`src/hdl/bba_pkg.sv`:
```
package bba_pkg;

  localparam int unsigned MaxBlocksDef = 4096;
  localparam int unsigned MaxChainDef  = 64;
  localparam int unsigned WordBits     = 64;
  localparam int unsigned WordIdxBits  = 6;

  localparam int unsigned OpW    = 3;
  localparam int unsigned IdxW   = 12;
  localparam int unsigned LenW   = 7;
  localparam int unsigned CountW = 13;

  typedef enum logic [2:0] {
    OP_QUERY      = 3'd0,
    OP_ALLOC      = 3'd1,
    OP_FREE       = 3'd2,
    OP_CHAIN_ALLOC = 3'd3,
    OP_CHAIN_FREE = 3'd4
  } op_e;

  typedef enum logic [3:0] {
    ST_IDLE,
    ST_RD,
    ST_WAIT,
    ST_CHECK,
    ST_WRITE,
    ST_RB_RD,
    ST_RB_WAIT,
    ST_RB_WRITE,
    ST_EMIT,
    ST_OUT
  } state_e;

  // lowest set bit of a 64-bit word, with a found flag
  typedef struct packed {
    logic                   found;
    logic [WordIdxBits-1:0] pos;
  } ffs_t;

endpackage

```
`src/hdl/bba_ffs.sv`:
```
module bba_ffs
  import bba_pkg::*;
(
  input  logic [WordBits-1:0] word_i,
  output ffs_t                res_o
);

  logic [WordBits-1:0] low;
  logic [WordBits-1:0] onehot;

  // isolate lowest set bit, then encode
  assign low    = word_i - WordBits'(1);
  assign onehot = word_i & ~low;

  always_comb begin
    res_o.found = |word_i;
    res_o.pos   = '0;
    for (int b = 0; b < WordBits; b++) begin
      if (onehot[b]) begin
        res_o.pos = res_o.pos | WordIdxBits'(b);
      end
    end
  end

endmodule

```
`config.mk`:
```
export PLATFORM = sky130hd
export DESIGN_NAME = bba_ffs
export DESIGN_NICKNAME = d
export VERILOG_FILES = /design/src/hdl/bba_pkg.sv /design/src/hdl/bba_ffs.sv
export SDC_FILE = /design/constraint.sdc
export NUM_CORES = 1
export LEC_CHECK = 0
export ABC_AREA = 1
export ABC_CLOCK_PERIOD_IN_PS = 2550
export BUFFER_PORTS_ARGS = -buffer_cell sky130_fd_sc_hd__buf_2
export CORE_UTILIZATION = 40
export DETAILED_ROUTE_END_ITERATION = 6
export MAX_ROUTING_LAYER = met4
export SLEW_MARGIN = 20
export SYNTH_ARGS = -nofsm -noshare
export SYNTH_HDL_FRONTEND = slang
export SYNTH_SLANG_ARGS = --single-unit
```
`constraint.sdc`:
```
create_clock -name vclk -period 2.55
set_clock_uncertainty 0.15 [all_clocks]
set_input_delay 0.255 -clock vclk [all_inputs]
set_output_delay 0.255 -clock vclk [all_outputs]
set_load 0.005 [all_outputs]
```
# After elaboration in Yosys (flattened, before gate mapping)
# Cells that the tools add are included.
# op_classes
bitwise	2
mux	63
n_addsub	1
n_reduce_logical	1
# ops
operator	n
$mux 6	32
$mux 5	16
$and 64x64->64	1
$not 64->64	1
$reduce_or 64->1	1
$sub 64x1->64 const B	1
$mux 4	8
$mux 3	4
$mux 2	2
$mux 1	1
# word_totals
register_bits	0
output_inout_bits	7
input_bits	64
elab_cells	67

# Depth between registers and ports, before layout
# depth
depth_word	66
ltp_mapped	11
mapped_depth_nobuf	11

# Least setup slack after synthesis
# No wires, ideal clock.
# synth_timing
path_type	input to output
start	input port word_i[1]
end	output port res_o[0] (netlist name)
path_slack_ns	0.827
t_arrival_ns	1.318
path_buffers	0
cell_stages	10
required_time_ns	2.145
path_cell_list	nor2_2 -> nand2_4 -> nor2_4 -> nand2_4 -> nor2_8 -> nand3_2 -> nand2_2 -> nor2_1 -> nand2_1 -> nand3b_1
# synth_rtl
element	line	rtl
start: declaration	bba_ffs.sv:4	input logic [WordBits-1:0] word_i,
end: declaration	bba_ffs.sv:5	output ffs_t res_o

==> flow_summary.ini <==
[run_status]
status = finished, final reports clean

[global_route]
grt_max_degree = 9
gr-max-usage-layer = met2
grt.overflow.total = 0
grt_pass1_vias = 3512
met1_usage_pct = 35.82
grtUsageMet2_pct = 60.00
antenna_found_initial = 0
grt_pass1_wl_um = 15770
grt.met3_usage_pct = 1.609
grt_usage_pct = 33.23

[logic_synthesis]
yosysWarnings = 0
yosysUniqueCellTypes = 22
synthTopCellsByCount = 170 x nor2_1, 160 x nand2_1, 74 x inv_1
yosysTopAreaCell = nor2_1
syn_inst = 540
synth_area_um2 = 2359
yosysMostFrequentCell = nor2_1
syn_area_per_cell_um2 = 4.368
synth_top_area_share_pct = 27.06
syn_nets = 604
synthTopCellsByArea = nor2_1 27%, nand2_1 25%, nand3_1 15%
yosysSeqAreaShare_pct = 0

[placed_design]
dp_hpwl_um = 8683
dpl_cell_area_um2 = 2834
place_inst = 687
gp_congestion = 0.9903
port_buffers = 71

[timing]
hold_ws_ps = 692.0
tightest_slew_ps = 420.6
rsz0062_at_grt = false
fin_tns_setup_ps = 0
period_minus_slack_ps = 2330
finalHoldViolCount = 0
slew_headroom_pct = 71.70
fin_crit_sh_pct = 91.36
drv_slew = 0
fmax_ghz = 0.4292
setup_violations = 0

[finish]
seq_cell_count = 0
diodes = 0
multi_input_area_um2 = 2081
clkbuf_count = 0
syn2layout_area_growth_pct = 20.16
final_cell_area_um2 = 2834
fillers = 665
drive_gt1_share_pct = 17.72
finish.utilization_pct = 50.54
nNetsFinal = 681
seq_area_um2 = 0
final-instance-count-excl-fill = 687

[power]
power_density_nw_per_um2 = 71.40
p_leak_uw = 0.001632
peakVddDrop_v = 0.00003886

[run]
maxCapViolations = 0

[worst_setup_path]
critPathKind = input port to output pin
end_kind = output pin
cp-start-kind = input port
endpoint = res_o[2]
worst-path-max-fanout = 5
arrival_ps = 1920
crit_start = word_i[1]
critPathRequiredTime_ps = 2140

[floorplanning]
coreArea_um2 = 5608
die_h_um = 78.79
io_pins = 71
die-area_um2 = 6207
rows = 27
start_util_pct = 42.06
die_x_um = 78.79

[worst_hold_path]
hold_path.class = input port to output pin
min_path_cells = 4

[routing]
vias = 3538
remaining_drc_errors = 0
drt_first_pass_iters = 4
drt_iter0_markers = 168
post_drt_wl_per_cell_um = 14.09
wl_um = 9679
ant_nets = 0
vias_per_cell = 5.150

[clocking]
hold_buffers = 0
post_cts_resized = 0
post_cts_buffers = 0
-- layer usage --
| layer | up-vias | routed length [um] |
|---|---|---|
| met2 | 127 | 4725 |
| li1 | 1837 | - |
| met4 | 0 | 635 |
| met5 | - | 0 |
| met3 | 45 | 439 |
| met1 | 1529 | 3879 |
-- placed cells by master, fill, tap and decap left out, types with 2 or more instances in the layout --
cell type | netlist | routed
nor3_1 | 6 | 6
nand3_2 | 5 | 5
o21ai_0 | 3 | 3
nand3_1 | 69 | 69
nor2_2 | 10 | 10
nor2_4 | 8 | 8
nor2_1 | 170 | 170
nand4_1 | 12 | 12
nand2_2 | 6 | 6
nor2b_1 | 2 | 2
nand2_4 | 2 | 2
nand3b_1 | 3 | 3
buf_2 | 0 | 71
buf_4 | 0 | 4
inv_1 | 74 | 74
nor4_1 | 3 | 3
nand2_1 | 160 | 160
-- logic make-up (layout without fill, tap and decap cells) --
group                  count (synthesis)  after routing  share of synthesized area [%]
and+or+nand+nor                      462            462                          87.38
AOI/OAI and AO/OA                      4              4                         0.8484
buffers and inverters                 74            149                          11.78
-- power breakdown --
group	switching [uW]	internal (uW)
clock network	0	0
logic	130	72.2
registers	0	0
-- final cells by class --
cell class	count	area share, %
Timing Repair Buffer	75	13.60
Inverter	74	9.801
Tap cell	72	3.179
Multi-Input combinational cell	466	73.42
-- worst min path at each step --
| stage | slack [ps] | start | end |
|---|---|---|---|
| after global placement | 700 | word_i[63] | res_o[6] |
| after global routing | 720 | word_i[63] | res_o[6] |
| final | 690 | word_i[63] | res_o[6] |
| after detailed placement | 690 | word_i[63] | res_o[6] |
| after CTS | 690 | word_i[63] | res_o[6] |
| after floorplan | 470 | word_i[60] | res_o[6] |
-- metrics by stage --
step | setup WS, ps | power (uW)
2_1_floorplan | 827.3 | 91.81
3_3_place_gp | 218.4 | 198.0
3_5_place_dp | 239.4 | 199.5
4_1_cts | 235.3 | 200.6
5_1_grt | 79.75 | 227.3
6_report | 220.3 | 202.3
-- critical path: stages --
cell and delay [ps]:
buf_2 110, nor2_2 210, nand2_4 130, nor2_2 160, nand2_1 160, nor2_4 220, nand3_1 150, nand2_1 190
nor2_1 60, nand2_1 60, nor2_1 40, nand2_1 60, buf_2 110
Note: power is estimated with default switching activity, not from simulation.
